==> config.mk <==
export PLATFORM = sky130hd
export DESIGN_NAME = multitone_sine_synthesizer_top_flat
export DESIGN_NICKNAME = d
export VERILOG_FILES = /design/src/sv/mss_pkg.sv /design/src/sv/mss_if.sv /design/src/sv/multitone_sine_synthesizer_top.sv /design/src/sv/mss_cfg_regs.sv /design/src/sv/mss_sequencer.sv /design/src/sv/mss_datapath.sv /design/src/flat_wrapper.sv
export SDC_FILE = /design/constraint.sdc
export NUM_CORES = 2
export LEC_CHECK = 0
export BUFFER_PORTS_ARGS = -buffer_cell sky130_fd_sc_hd__buf_2
export CORE_MARGIN = 1.5
export CORE_UTILIZATION = 55
export DETAILED_ROUTE_END_ITERATION = 8
export PLACE_DENSITY = 0.71
export SYNTH_ARGS = -nofsm -noshare
export SYNTH_HDL_FRONTEND = slang
export SYNTH_SLANG_ARGS = --single-unit
==> constraint.sdc <==
create_clock -name clk -period 9.28 [get_ports clk]
set_clock_uncertainty 0.05 [all_clocks]
set_input_delay 1.856 -clock clk [delete_from_list [all_inputs] [get_ports clk]]
set_output_delay 1.856 -clock clk [all_outputs]
set_load 0.01 [all_outputs]
==> src/sv/mss_pkg.sv <==
// Shared types, constants, sine table and microprogram of the multitone sine synthesizer.
package mss_pkg;

	localparam int PHASE_BITS = 32;
	localparam int SINE_ADDR_BITS = 10;
	localparam int TONE_COUNT = 3;

	localparam int TONE_BITS = (TONE_COUNT > 1) ? $clog2(TONE_COUNT) : 1;
	localparam int QUARTER_BITS = SINE_ADDR_BITS - 2;
	localparam int QUARTER_LEN = 1 << QUARTER_BITS;
	localparam int SUM_BITS = 33 + $clog2(TONE_COUNT + 1);

	localparam int DAC_BITS = 8;
	localparam int CFG_TONES = 3;
	localparam int STEP_BITS = 32;
	localparam int GAIN_BITS = 16;
	localparam int SHIFT_BITS = 16;
	localparam int CFG_IDX_BITS = 3;
	localparam int CFG_DATA_BITS = 48;

	localparam logic [CFG_IDX_BITS-1:0] REG_TONE_ONE_STEP = 3'd0;
	localparam logic [CFG_IDX_BITS-1:0] REG_TONE_TWO_STEP = 3'd1;
	localparam logic [CFG_IDX_BITS-1:0] REG_TONE_THREE_STEP = 3'd2;
	localparam logic [CFG_IDX_BITS-1:0] REG_TONE_ONE_GAIN = 3'd3;
	localparam logic [CFG_IDX_BITS-1:0] REG_TONE_TWO_GAIN = 3'd4;
	localparam logic [CFG_IDX_BITS-1:0] REG_TONE_THREE_GAIN = 3'd5;
	localparam logic [CFG_IDX_BITS-1:0] REG_LEVEL_OFFSET = 3'd6;
	localparam logic [CFG_IDX_BITS-1:0] REG_PHASE_SHIFTS = 3'd7;

	localparam logic [STEP_BITS-1:0] RST_TONE_ONE_STEP = 32'd12884902;
	localparam logic [STEP_BITS-1:0] RST_TONE_TWO_STEP = 32'd30064771;
	localparam logic [STEP_BITS-1:0] RST_TONE_THREE_STEP = 32'd55834575;
	localparam logic [GAIN_BITS-1:0] RST_TONE_ONE_GAIN = 16'd2560;
	localparam logic [GAIN_BITS-1:0] RST_TONE_TWO_GAIN = 16'd6400;
	localparam logic [GAIN_BITS-1:0] RST_TONE_THREE_GAIN = 16'd3840;
	localparam logic [GAIN_BITS-1:0] RST_LEVEL_OFFSET = 16'd32512;

	typedef struct packed {
		logic [CFG_TONES-1:0][STEP_BITS-1:0] step;
		logic [CFG_TONES-1:0][GAIN_BITS-1:0] gain;
		logic [CFG_TONES-1:0][SHIFT_BITS-1:0] shift;
		logic [GAIN_BITS-1:0] offset;
	} cfg_t;

	// sine quarter table, Q1.15, sampled at bin centers
	typedef logic signed [15:0] sine_rom_t [QUARTER_LEN];

	localparam logic [63:0] Q30_ONE = 64'd1 << 30;
	localparam logic [63:0] HALF_PI_Q30 = 64'd1686629713;

	function automatic logic [63:0] q30_mul(input logic [63:0] a, input logic [63:0] b);
		return (a * b) >> 30;
	endfunction

	function automatic sine_rom_t build_sine_rom();
		sine_rom_t rom;
		logic [63:0] x;
		logic [63:0] x2;
		logic [63:0] t;
		logic [63:0] v;
		for (int k = 0; k < QUARTER_LEN; k++) begin
			x = (64'(2 * k + 1) * HALF_PI_Q30) >> (SINE_ADDR_BITS - 1);
			x2 = q30_mul(x, x);
			t = Q30_ONE;
			t = Q30_ONE - q30_mul(x2, t) / 64'd110;
			t = Q30_ONE - q30_mul(x2, t) / 64'd72;
			t = Q30_ONE - q30_mul(x2, t) / 64'd42;
			t = Q30_ONE - q30_mul(x2, t) / 64'd20;
			t = Q30_ONE - q30_mul(x2, t) / 64'd6;
			t = q30_mul(x, t);
			v = (t * 64'd32767 + (64'd1 << 29)) >> 30;
			rom[k] = 16'(v);
		end
		return rom;
	endfunction

	localparam sine_rom_t SINE_ROM = build_sine_rom();

	// microprogram
	localparam int PC_BITS = 3;
	typedef logic [PC_BITS-1:0] pc_t;

	localparam pc_t STEP_IDLE = 3'd0;
	localparam pc_t STEP_LOOKUP = 3'd1;
	localparam pc_t STEP_MUL = 3'd2;
	localparam pc_t STEP_ACC = 3'd3;
	localparam pc_t STEP_EMIT = 3'd4;

	typedef enum logic [1:0] {
		HOLD_NONE,
		HOLD_INPUT,
		HOLD_OUTPUT
	} hold_t;

	typedef enum logic [1:0] {
		JUMP_NEVER,
		JUMP_ALWAYS,
		JUMP_MORE_TONES
	} jump_t;

	typedef struct packed {
		logic take;
		logic load_acc;
		logic lookup;
		logic mul;
		logic acc;
		logic emit;
		hold_t hold;
		jump_t jump;
		pc_t target;
	} uword_t;

	typedef struct packed {
		uword_t word;
		logic go;
	} ctrl_t;

	typedef struct packed {
		logic more_tones;
		logic out_busy;
	} stat_t;

	function automatic uword_t ucode(input pc_t pc);
		uword_t w;
		w = '{take: 1'b0, load_acc: 1'b0, lookup: 1'b0, mul: 1'b0, acc: 1'b0,
			emit: 1'b0, hold: HOLD_NONE, jump: JUMP_NEVER, target: STEP_IDLE};
		case (pc)
			STEP_IDLE: begin
				w.take = 1'b1;
				w.load_acc = 1'b1;
				w.hold = HOLD_INPUT;
			end
			STEP_LOOKUP: begin
				w.lookup = 1'b1;
			end
			STEP_MUL: begin
				w.mul = 1'b1;
			end
			STEP_ACC: begin
				w.acc = 1'b1;
				w.jump = JUMP_MORE_TONES;
				w.target = STEP_LOOKUP;
			end
			STEP_EMIT: begin
				w.emit = 1'b1;
				w.hold = HOLD_OUTPUT;
				w.jump = JUMP_ALWAYS;
				w.target = STEP_IDLE;
			end
			default: begin
				w.jump = JUMP_ALWAYS;
				w.target = STEP_IDLE;
			end
		endcase
		return w;
	endfunction

endpackage

==> src/sv/mss_if.sv <==
// Sample tick and DAC code channel interfaces.
interface mss_in_if;
	logic valid;
	logic ready;
	logic restart;

	modport source (output valid, output restart, input ready);
	modport sink (input valid, input restart, output ready);
endinterface

interface mss_out_if;
	import mss_pkg::*;
	logic valid;
	logic ready;
	logic [DAC_BITS-1:0] dac_code;
	logic clipped;

	modport source (output valid, output dac_code, output clipped, input ready);
	modport sink (input valid, input dac_code, input clipped, output ready);
endinterface

==> src/sv/multitone_sine_synthesizer_top.sv <==
// Top level of the multitone direct digital sine synthesizer.
// A tick transfer in the idle step is followed by the lookup, mul and acc steps for each tone
// and then the emit step, which loads the DAC code into the output register. A new tick is
// taken only after emit, since the single shared multiplier is walked through tone by tone.
// Reset (arst_n low, asynchronous): phase accumulators zero, registers at defaults,
// program counter at idle, output channel empty.
module multitone_sine_synthesizer_top (
	input logic clk,
	input logic arst_n,
	mss_in_if.sink in_ch,
	mss_out_if.source out_ch,
	input logic cfg_we,
	input logic [mss_pkg::CFG_IDX_BITS-1:0] cfg_idx,
	input logic [mss_pkg::CFG_DATA_BITS-1:0] cfg_data
);
	import mss_pkg::*;

	cfg_t cfg;
	ctrl_t ctrl;
	stat_t stat;

	// Register file: steps, gains, level offset and packed phase shifts.
	mss_cfg_regs u_cfg (
		.clk(clk),
		.arst_n(arst_n),
		.cfg_we(cfg_we),
		.cfg_idx(cfg_idx),
		.cfg_data(cfg_data),
		.cfg(cfg)
	);

	// Microprogram per tick:
	//   idle   - wait for a tick transfer, preset accumulator to offset, restart phases if restart is set
	//   lookup - phase plus shift addresses the quarter sine table
	//   mul    - sine times gain into the product register, phase advances
	//   acc    - product added; loops back to lookup until the last tone
	//   emit   - clamp and load the output register, held while it is still full
	mss_sequencer u_seq (
		.clk(clk),
		.arst_n(arst_n),
		.in_valid(in_ch.valid),
		.stat(stat),
		.ctrl(ctrl)
	);

	// Ready only in the idle step; the output register lets a new tick start
	// while the previous code still waits for its transfer.
	assign in_ch.ready = ctrl.word.take;

	mss_datapath u_dp (
		.clk(clk),
		.arst_n(arst_n),
		.ctrl(ctrl),
		.cfg(cfg),
		.restart(in_ch.restart),
		.stat(stat),
		.out_ch(out_ch)
	);
endmodule

==> src/sv/mss_cfg_regs.sv <==
// Configuration register file.
module mss_cfg_regs (
	input logic clk,
	input logic arst_n,
	input logic cfg_we,
	input logic [mss_pkg::CFG_IDX_BITS-1:0] cfg_idx,
	input logic [mss_pkg::CFG_DATA_BITS-1:0] cfg_data,
	output mss_pkg::cfg_t cfg
);
	import mss_pkg::*;

	cfg_t cfg_q;

	always_ff @(posedge clk or negedge arst_n) begin
		if (!arst_n) begin
			cfg_q.step[0] <= RST_TONE_ONE_STEP;
			cfg_q.step[1] <= RST_TONE_TWO_STEP;
			cfg_q.step[2] <= RST_TONE_THREE_STEP;
			cfg_q.gain[0] <= RST_TONE_ONE_GAIN;
			cfg_q.gain[1] <= RST_TONE_TWO_GAIN;
			cfg_q.gain[2] <= RST_TONE_THREE_GAIN;
			cfg_q.offset <= RST_LEVEL_OFFSET;
			cfg_q.shift <= '0;
		end else if (cfg_we) begin
			case (cfg_idx)
				REG_TONE_ONE_STEP: cfg_q.step[0] <= cfg_data[STEP_BITS-1:0];
				REG_TONE_TWO_STEP: cfg_q.step[1] <= cfg_data[STEP_BITS-1:0];
				REG_TONE_THREE_STEP: cfg_q.step[2] <= cfg_data[STEP_BITS-1:0];
				REG_TONE_ONE_GAIN: cfg_q.gain[0] <= cfg_data[GAIN_BITS-1:0];
				REG_TONE_TWO_GAIN: cfg_q.gain[1] <= cfg_data[GAIN_BITS-1:0];
				REG_TONE_THREE_GAIN: cfg_q.gain[2] <= cfg_data[GAIN_BITS-1:0];
				REG_LEVEL_OFFSET: cfg_q.offset <= cfg_data[GAIN_BITS-1:0];
				REG_PHASE_SHIFTS: begin
					cfg_q.shift[0] <= cfg_data[15:0];
					cfg_q.shift[1] <= cfg_data[31:16];
					cfg_q.shift[2] <= cfg_data[47:32];
				end
				default: ;
			endcase
		end
	end

	assign cfg = cfg_q;
endmodule

==> src/sv/mss_sequencer.sv <==
// Microprogram step counter with hold and jump logic.
module mss_sequencer (
	input logic clk,
	input logic arst_n,
	input logic in_valid,
	input mss_pkg::stat_t stat,
	output mss_pkg::ctrl_t ctrl
);
	import mss_pkg::*;

	pc_t pc_q;
	pc_t pc_d;
	uword_t word;
	logic held;
	logic jump_taken;

	assign word = ucode(pc_q);

	always_comb begin
		case (word.hold)
			HOLD_NONE: held = 1'b0;
			HOLD_INPUT: held = !in_valid;
			HOLD_OUTPUT: held = stat.out_busy;
			default: held = 1'b0;
		endcase
	end

	always_comb begin
		case (word.jump)
			JUMP_NEVER: jump_taken = 1'b0;
			JUMP_ALWAYS: jump_taken = 1'b1;
			JUMP_MORE_TONES: jump_taken = stat.more_tones;
			default: jump_taken = 1'b0;
		endcase
	end

	always_comb begin
		if (held) begin
			pc_d = pc_q;
		end else if (jump_taken) begin
			pc_d = word.target;
		end else begin
			pc_d = pc_q + PC_BITS'(1);
		end
	end

	always_ff @(posedge clk or negedge arst_n) begin
		if (!arst_n) begin
			pc_q <= STEP_IDLE;
		end else begin
			pc_q <= pc_d;
		end
	end

	assign ctrl.word = word;
	assign ctrl.go = !held;

	a_hold_keeps_pc: assert property (@(posedge clk) disable iff (!arst_n)
		held |=> pc_q == $past(pc_q))
		else $error("step counter moved while held");
	a_jump_lands: assert property (@(posedge clk) disable iff (!arst_n)
		(!held && jump_taken) |=> pc_q == $past(word.target))
		else $error("jump missed its target");
	a_emit_leads_idle: assert property (@(posedge clk) disable iff (!arst_n)
		(pc_q == STEP_EMIT && !held) |=> pc_q == STEP_IDLE)
		else $error("emit step did not return to idle");
endmodule

==> src/sv/mss_datapath.sv <==
// Phase accumulators, sine lookup, shared multiplier, accumulator and output register.
module mss_datapath (
	input logic clk,
	input logic arst_n,
	input mss_pkg::ctrl_t ctrl,
	input mss_pkg::cfg_t cfg,
	input logic restart,
	output mss_pkg::stat_t stat,
	mss_out_if.source out_ch
);
	import mss_pkg::*;

	localparam logic signed [SUM_BITS-1:0] TOP_LEVEL = SUM_BITS'(255) <<< 23;

	logic [PHASE_BITS-1:0] phase_q [TONE_COUNT];
	logic [TONE_BITS-1:0] tone_q;
	logic signed [15:0] sine_q;
	logic signed [32:0] prod_q;
	logic signed [SUM_BITS-1:0] acc_q;
	logic out_valid_q;
	logic [DAC_BITS-1:0] dac_q;
	logic clipped_q;

	logic [PHASE_BITS-1:0] sel_step;
	logic [GAIN_BITS-1:0] sel_gain;
	logic [SHIFT_BITS-1:0] sel_shift;
	logic [15:0] phase16;
	logic [SINE_ADDR_BITS-1:0] rom_idx;
	logic [1:0] quad;
	logic [QUARTER_BITS-1:0] rom_k;
	logic signed [15:0] rom_val;
	logic fire;
	logic [DAC_BITS-1:0] dac_d;
	logic clipped_d;

	// tones past the configured three run with zero step, gain and shift
	always_comb begin
		sel_step = '0;
		sel_gain = '0;
		sel_shift = '0;
		for (int i = 0; i < CFG_TONES; i++) begin
			if (int'(tone_q) == i) begin
				sel_step = PHASE_BITS'(cfg.step[i]);
				sel_gain = cfg.gain[i];
				sel_shift = cfg.shift[i];
			end
		end
	end

	assign phase16 = phase_q[tone_q][PHASE_BITS-1 -: 16] + sel_shift;
	assign rom_idx = phase16[15 -: SINE_ADDR_BITS];
	assign quad = rom_idx[SINE_ADDR_BITS-1 -: 2];
	assign rom_k = rom_idx[QUARTER_BITS-1:0] ^ {QUARTER_BITS{quad[0]}};
	assign rom_val = quad[1] ? -SINE_ROM[rom_k] : SINE_ROM[rom_k];

	assign fire = ctrl.go;

	always_ff @(posedge clk or negedge arst_n) begin
		if (!arst_n) begin
			for (int i = 0; i < TONE_COUNT; i++) begin
				phase_q[i] <= '0;
			end
			tone_q <= '0;
		end else if (fire) begin
			if (ctrl.word.load_acc) begin
				tone_q <= '0;
				if (restart) begin
					for (int i = 0; i < TONE_COUNT; i++) begin
						phase_q[i] <= '0;
					end
				end
			end
			if (ctrl.word.mul) begin
				phase_q[tone_q] <= phase_q[tone_q] + sel_step;
			end
			if (ctrl.word.acc && stat.more_tones) begin
				tone_q <= tone_q + TONE_BITS'(1);
			end
		end
	end

	always_ff @(posedge clk) begin
		if (fire) begin
			if (ctrl.word.load_acc) begin
				acc_q <= $signed({{(SUM_BITS-31){1'b0}}, cfg.offset, 15'b0});
			end
			if (ctrl.word.lookup) begin
				sine_q <= rom_val;
			end
			if (ctrl.word.mul) begin
				prod_q <= sine_q * $signed({1'b0, sel_gain});
			end
			if (ctrl.word.acc) begin
				acc_q <= acc_q + SUM_BITS'(prod_q);
			end
		end
	end

	// clamp to the DAC range, flag clipping
	always_comb begin
		if (acc_q[SUM_BITS-1]) begin
			dac_d = '0;
			clipped_d = 1'b1;
		end else if (acc_q > TOP_LEVEL) begin
			dac_d = '1;
			clipped_d = 1'b1;
		end else begin
			dac_d = acc_q[30:23];
			clipped_d = 1'b0;
		end
	end

	always_ff @(posedge clk or negedge arst_n) begin
		if (!arst_n) begin
			out_valid_q <= 1'b0;
		end else if (fire && ctrl.word.emit) begin
			out_valid_q <= 1'b1;
		end else if (out_ch.ready) begin
			out_valid_q <= 1'b0;
		end
	end

	always_ff @(posedge clk) begin
		if (fire && ctrl.word.emit) begin
			dac_q <= dac_d;
			clipped_q <= clipped_d;
		end
	end

	assign stat.more_tones = tone_q != TONE_BITS'(TONE_COUNT - 1);
	assign stat.out_busy = out_valid_q && !out_ch.ready;

	assign out_ch.valid = out_valid_q;
	assign out_ch.dac_code = dac_q;
	assign out_ch.clipped = clipped_q;

	a_tone_in_range: assert property (@(posedge clk) disable iff (!arst_n)
		tone_q <= TONE_BITS'(TONE_COUNT - 1))
		else $error("tone index past last tone");
	a_emit_sets_valid: assert property (@(posedge clk) disable iff (!arst_n)
		(fire && ctrl.word.emit) |=> out_valid_q)
		else $error("emitted sample not presented");
	a_clip_at_rail: assert property (@(posedge clk) disable iff (!arst_n)
		(out_valid_q && clipped_q) |-> (dac_q == '0 || dac_q == '1))
		else $error("clipped sample not at a rail");
endmodule
==> src/flat_wrapper.sv <==
// flat-port wrapper written by rule: the top's interface ports become plain ports
module multitone_sine_synthesizer_top_flat import mss_pkg::*;
  (clk, arst_n, cfg_we, cfg_idx, cfg_data, in_ch_valid, in_ch_restart, in_ch_ready, out_ch_valid, out_ch_dac_code, out_ch_clipped, out_ch_ready);
  mss_in_if in_ch_i ();
  mss_out_if out_ch_i ();
  input logic clk;
  input logic arst_n;
  input logic cfg_we;
  input logic [mss_pkg::CFG_IDX_BITS-1:0] cfg_idx;
  input logic [mss_pkg::CFG_DATA_BITS-1:0] cfg_data;
  input wire logic [$bits(in_ch_i.valid)-1:0] in_ch_valid;
  input wire logic [$bits(in_ch_i.restart)-1:0] in_ch_restart;
  output wire logic [$bits(in_ch_i.ready)-1:0] in_ch_ready;
  output wire logic [$bits(out_ch_i.valid)-1:0] out_ch_valid;
  output wire logic [$bits(out_ch_i.dac_code)-1:0] out_ch_dac_code;
  output wire logic [$bits(out_ch_i.clipped)-1:0] out_ch_clipped;
  input wire logic [$bits(out_ch_i.ready)-1:0] out_ch_ready;
  assign in_ch_i.valid = in_ch_valid;
  assign in_ch_i.restart = in_ch_restart;
  assign in_ch_ready = in_ch_i.ready;
  assign out_ch_valid = out_ch_i.valid;
  assign out_ch_dac_code = out_ch_i.dac_code;
  assign out_ch_clipped = out_ch_i.clipped;
  assign out_ch_i.ready = out_ch_ready;
  multitone_sine_synthesizer_top u_core (.clk(clk), .arst_n(arst_n), .in_ch(in_ch_i), .out_ch(out_ch_i), .cfg_we(cfg_we), .cfg_idx(cfg_idx), .cfg_data(cfg_data));
endmodule
Word-level counts from Yosys, hierarchy flattened

Memories as Yosys holds them, arrays and structs flattened.
Index checks and enable logic that the tools add are counted.

Reductions and logical operators: 26
$mul: 1
Add/sub/neg operators: 6
Muxes and demuxes: 40
Eq/ne operators: 18
Bitwise logic cells: 4
Magnitude comparators: 4

Operator list:

| operator                                              | number |
|---|---|
| 2-to-1 mux 96 bit                                     | 4 |
| 2-to-1 mux 32 bit                                     | 6 |
| 2-to-1 mux 16 bit                                     | 9 |
| bitwise mux 96 bit                                    | 1 |
| 2-to-1 mux 35 bit                                     | 2 |
| binary-select mux 32 bit (select 2 bit)               | 1 |
| demux 32 bit (select 2 bit)                           | 1 |
| adder 35 x 33 -> 35 bit                               | 1 |
| > comparator 35 x 32 -> 1 bit (second input constant) | 1 |
| multiplier 16 x 17 -> 33 bit                          | 1 |
| adder 32 bit                                          | 1 |
| AND reduction 2 bit                                   | 12 |
| adder 16 bit                                          | 1 |
| negation 16 bit                                       | 1 |
| equality test 3 bit (second input constant)           | 5 |
| equality test 3 x 2 -> 1 bit (second input constant)  | 4 |
| case mux 5 bit (2 select lines)                       | 1 |
| >= comparator 9 bit (second input constant)           | 1 |
| inverter 8 -> 9 bit                                   | 1 |
| equality test 2 bit (second input constant)           | 4 |
| 2-to-1 mux 8 bit                                      | 1 |
| XOR 8 bit                                             | 1 |
| 2-to-1 mux 1 bit                                      | 7 |
| equality test 3 x 1 -> 1 bit (second input constant)  | 2 |
| other kinds (18)                                      | 30 |

Input port bits: 57
Register bits after elaboration: 403
Memories: 1
Bits in read-only memories: 4096
Logic and storage cells: 121
Output and inout bits: 11

Memory list:

| name            | words | width | rd ports | clocked after memory_dff | write ports | line               | RTL |
|---|---|---|---|---|---|---|---|
| (no name shown) | 256   | 16    | 1        | 0                        | 0           | mss_datapath.sv:54 | `assign rom_val = quad[1] ? -SINE_ROM[rom_k] : SINE_ROM[rom_k];` |

Depth between registers and ports, before layout

Depth in word-level cells: 12
Depth in mapped cells: 39
Gate-level depth less buffers: 32

Modules after synthesis

From an unflattened synthesis, not the netlist that was laid out.

Cell total of the unflattened synthesis: 3735
Area, all modules: 35605.4 um^2

By module, submodules not included:

| module        | cells an instance | times used | area an instance (um^2) | sequential area each (um^2) |
|---|---|---|---|---|
| mss_datapath  | 3243              | 1          | 27276.2                 | 5270.1 |
| mss_cfg_regs  | 449               | 1          | 7955.1                  | 5276.3 |
| mss_sequencer | 43                | 1          | 374.1                   | 75.1 |

Least setup slack after synthesis

No wires, ideal clock.

Path type: flip-flop to flip-flop
Start: reg u_core.u_dp.tone_q[1]
End: reg u_core.u_dp.sine_q[14], data pin
Setup slack: 1235 ps
Path buffers: 11
Clock period less this slack: 8045 ps
Arrival: 7725 ps
Required time: 8960 ps
Library setup time: 270 ps
Cell stages (with the launch flop): 38
Path through: dfrtp_1 > buf_4 > inv_1 > ha_1 > buf_2 > clkbuf_1 > clkbuf_1 > buf_1 > buf_1 > a21oi_1 > o21ai_0 > ha_1 > and2_4 > a221o_1 > a21oi_4 > and4_1 > or3_1 > buf_6 > [... 2 more ...] > clkbuf_1 > xnor2_1 > inv_1 > ha_1 > clkbuf_1 > inv_1 > ha_1 > nor2_1 > nand2_1 > o211ai_1 > a221oi_1 > or4b_1 > o311a_1 > o2111a_1 > nor3_2 > nand3_2 > o41ai_2 > xor2_1

Word-level cells in the longest chain between the ends: 12
Elaborated cells on any way between the ends: 18
Those cells by class: add/sub: 2; eq/ne: 2; mux: 9; bitwise: 3; reduce/logical: 1; memory: 1

Ends and longest elaborated chain:

| element                                                                                   | line                                   | RTL |
|---|---|---|
| start, declared                                                                           | mss_datapath.sv:16                     | `logic [TONE_BITS-1:0] tone_q;` |
| start signal, assigned                                                                    | mss_datapath.sv:77                     | `tone_q <= tone_q + TONE_BITS'(1);` |
| inverter 2 -> 3 bit (not written as such) or zero test 2 bit (tied branches)              | mss_datapath.sv:50, mss_datapath.sv:42 |  |
| binary-select mux 32 bit (select 2 bit) or 2-to-1 mux 16 bit (tied branches)              | mss_datapath.sv:50, mss_datapath.sv:42 |  |
| 2-to-1 mux 32 bit (not written as such) or 2-to-1 mux 16 bit (tied branches) (2 in a row) | mss_datapath.sv:50, mss_datapath.sv:42 |  |
| adder 16 bit (*)                                                                          | mss_datapath.sv:50                     | `assign phase16 = phase_q[tone_q][PHASE_BITS-1 -: 16] + sel_shift;` |
| XOR 8 bit                                                                                 | mss_datapath.sv:53                     | `assign rom_k = rom_idx[QUARTER_BITS-1:0] ^ {QUARTER_BITS{quad[0]}};` |
| inverter 8 -> 9 bit (not written as such)                                                 | mss_datapath.sv:54                     |  |
| memory (256 x 16 bit)                                                                     | --                                     |  |
| 2-to-1 mux 16 bit (not written as such) (2 in a row)                                      | mss_datapath.sv:54                     |  |
| negation 16 bit                                                                           | mss_datapath.sv:54                     |  |
| 2-to-1 mux 16 bit (*)                                                                     | mss_datapath.sv:54                     |  |
| net u_core.u_dp.rom_val[14]                                                               | mss_datapath.sv:31                     | `logic signed [15:0] rom_val;` |
| end signal, assigned                                                                      | mss_datapath.sv:88                     | `sine_q <= rom_val;` |
| end, declared                                                                             | mss_datapath.sv:17                     | `logic signed [15:0] sine_q;` |

Mark *: on every way through the listed nets, which the timed path passes. The rest lies on a longest branch. The select of a mux whose other input is x is not followed.
A chain may end at the register's enable or synchronous reset.

Worst setup path in the final report

Start: reg u_core.u_dp.tone_q[0]
End: reg u_core.u_dp.prod_q[31], data pin

Word-level cells in the longest chain between the ends: 5
Elaborated cells on any way between the ends: 7
Those cells by class: mul: 1; eq/ne: 2; mux: 3; reduce/logical: 1

Ends and longest elaborated chain:

| element                          | line               | RTL |
|---|---|---|
| zero test 2 bit                  | mss_datapath.sv:42 | `if (int'(tone_q) == i) begin` |
| 2-to-1 mux 16 bit (2 in a row)   | mss_datapath.sv:42 |  |
| 2-to-1 mux 16 bit (*)            | mss_datapath.sv:42 |  |
| multiplier 16 x 17 -> 33 bit (*) | mss_datapath.sv:91 | `prod_q <= sine_q * $signed({1'b0, sel_gain});` |
| end signal, assigned             | mss_datapath.sv:91 |  |
| end, declared                    | mss_datapath.sv:18 | `logic signed [32:0] prod_q;` |

Mark *: on every way between the ends. The rest lies on a longest branch, timed or not.

==> metrics.yaml <==
layout:
  syn_to_final_growth_pct: 8.39
  finish.utilization: 0.605
  drive_above_1_share: 0.160
  final_cells: 4710
  fin_nets: 4310
synth:
  synth_xor_area_frac: 0.0316
  yosys.area_share.simple: 0.152
  synthMuxAreaShare: 0.0869
  synthAdderAreaFrac: 0.194
  syn-mean-instance-area_um2: 9.23
  ys_ff_latch: 403
  synth.net_count: 4313
  synth_compound_area_frac: 0.175
  synth_top_family_by_area: "adder cells"
  synth-edff-count: 93
  ys_async_sr_fraction: 0.769
  synthCells: 3827
  syn-cell-area_mm2: 0.0353
  synthDistinctLibCells: 107
  yosys_warnings: 0
  synth_ff_type: "dfrtp_1"
  ys_seq_area_frac: 0.301
setup_path:
  required_ps: 9570
  start_kind: "flip-flop"
  rr_startpoint: "u_core.u_dp.tone_q[0]"
  rrSetupSlack_ps: 1230
  r2r-end: "u_core.u_dp.prod_q[31]"
  critPathKind: "reg2reg"
  path_max_fanout: 34
  slowest_stage: "o21ai_1"
  rr_worst_depth: 32
  slowest_delay_ps: 820
  arrival_ps: 8340
  end_kind: "flip-flop"
worst_hold_path:
  hp-class: "reg2reg"
  worstHoldEndpoint: "u_core.u_dp.phase_q[40]"
  worstHoldPathCells: 2
  min_from: "u_core.u_dp.phase_q[40]"
job:
  cap_violations: 0
sta:
  fmax_mhz: 124
  period_share: 0.868
  period_needed_ps: 8050
  tightestPinTransition_ps: 1270
  slew_viol_final: 0
  hold_violations: 0
  rsz0062_at_grt: "no"
  slew_headroom: 0.148
  hold_slack_ps: 448
  finalSetupViolCount: 0
  tns_ps: 0
placed_design:
  place_congestion: 1.07
  post-place-cells: 4623
  dp_hpwl_mm: 82.0
  portBuffers: 67
die:
  num_rows: 92
  die-area_mm2: 0.0657
  core-area_mm2: 0.0633
  die_y_um: 256
  io-pin-count: 68
  start_util: 0.558
  die_w_um: 256
grt:
  grt.busiest_layer: "met2"
  grt.total_usage: 0.341
  grt_pass1_wl_mm: 176
  grt_use_met3: 0.0714
  use_met1: 0.470
  grt_max_degree: 149
  antenna_found_initial: 7
  met2_usage: 0.519
  grt_pass1_vias: 29592
  overflow: 0
detailed_routing:
  initialDrtViolationCount: 3622
  avgRoutedWirePerCell_um: 24.0
  dr.pass1.iters: 9
  via_count: 30270
  viasPerCell: 6.43
  final_antenna_net_count: 0
  drcViolationCount: 0
  routed_wl_mm: 113
clock_tree:
  h-tree-depth: 2
  cts-resized-gates: 0
  clk_latency_ps: 600
  clk_pin_slew_worst_paths_ps: 60
  clk_path_buf_depth: 3
  ctsHoldBuffers: 0
  cts_tree: "yes"
  cts_made_buffers: 45
  cts_root_buf: "clkbuf_16"
  clock-sinks: 403
  cts_setup_buffers: 0
run_status:
  status: "complete, no violations"
worst max-delay path by stage:
stage | startpoint | endpoint | slack, ps | depth (start not counted)
after floorplan | u_core.u_dp.tone_q[1] | u_core.u_dp.sine_q[14] | 1240 | 37
after global placement | u_core.u_dp.tone_q[1] | u_core.u_dp.prod_q[31] | 1470 | 26
after detailed placement | u_core.u_dp.tone_q[1] | u_core.u_dp.prod_q[31] | 1280 | 29
after CTS | u_core.u_dp.tone_q[1] | u_core.u_dp.prod_q[31] | 1260 | 29
after global routing | u_core.u_dp.tone_q[0] | u_core.u_dp.prod_q[31] | 760 | 29
final | u_core.u_dp.tone_q[0] | u_core.u_dp.prod_q[31] | 1230 | 32
metal layers:
metal,up-vias,part of all wire
met1,14823,0.42
met4,6,0.049
met5,-,0.00034
met2,1556,0.44
li1,13499,-
met3,386,0.091
through the flow:
stage	instance area (µm²)	worst slack, ps
global placement	36700	1470
CTS	38300	1260
global route	38300	762
finish	38300	1230
floorplan	35300	1240
detailed placement	36700	1280
synth_stat cells (35+ instances only):
master | count | area [µm²]
nand2_1 | 469 | 1760
inv_1 | 286 | 1070
o21ai_0 | 267 | 1340
dfrtp_1 | 253 | 6330
ha_1 | 233 | 2920
mux2_2 | 224 | 2520
fa_1 | 196 | 3920
nor2_1 | 196 | 736
a21oi_1 | 187 | 936
clkbuf_1 | 158 | 593
and2_1 | 137 | 857
nand3_1 | 117 | 586
edfxtp_1 | 93 | 2790
xnor2_1 | 80 | 701
a22oi_1 | 61 | 458
dfstp_2 | 57 | 1500
nor3_1 | 52 | 260
mux2i_1 | 48 | 480
a21o_1 | 43 | 323
buf_2 | 41 | 205
o22ai_1 | 41 | 257
a211oi_1 | 35 | 263
flip-flops by register name, indices dropped and copies added (netlist names):
name and flops:
u_core.u_dp.acc_q 35, u_core.u_dp.phase_q 96, u_core.u_dp.prod_q 33, u_core.u_dp.out_ch.dac_code 8, u_core.u_dp.tone_q 2, u_core.u_dp.out_ch.clipped 1, u_core.u_cfg.cfg 208, u_core.u_dp.out_ch.valid 1
u_core.u_seq.pc_q 3, u_core.u_dp.sine_q 16
cell families (layout without fill, tap and decap cells):
logic type,after synthesis,count (layout)
compound gates,944,944
xor+xnor,119,119
fa+ha+maj,430,430
buf+inv,518,552
flops,403,403
mux,275,275
other cells,0,3
simple gates,1138,1138
layout by cell type, fill, tap and decap left out, types with 93 or more instances in the layout:
master	instances
nand2_1	469
inv_1	286
o21ai_0	257
dfrtp_1	252
ha_1	231
mux2_2	224
fa_1	196
nor2_1	194
a21oi_1	187
and2_1	136
nand3_1	116
buf_4	109
edfxtp_1	93
area by class of cell:
cell class | count | area (µm²)
fillers | 5449 | 25000
repair buffers | 178 | 1200
flip-flops and latches | 403 | 10600
well taps | 846 | 1060
multi-input cells | 2906 | 22700
inverters | 290 | 1090
diodes | 3 | 7.51
clock buffers | 70 | 1340
clock inverters | 14 | 233
critical path: cells and delay by family, from the launching register on:
kind	cells	cell delay [ps]
AO/OA/AOI/OAI	13	3020
XOR/XNOR	1	90
adder cells (fa/ha/maj)	8	2920
buffers and inverters	6	740
flip-flops	1	420
AND/OR/NAND/NOR	4	550
Power is not shown: default switching activity piles up to over one toggle a cycle in this logic, so the estimate is an artifact.
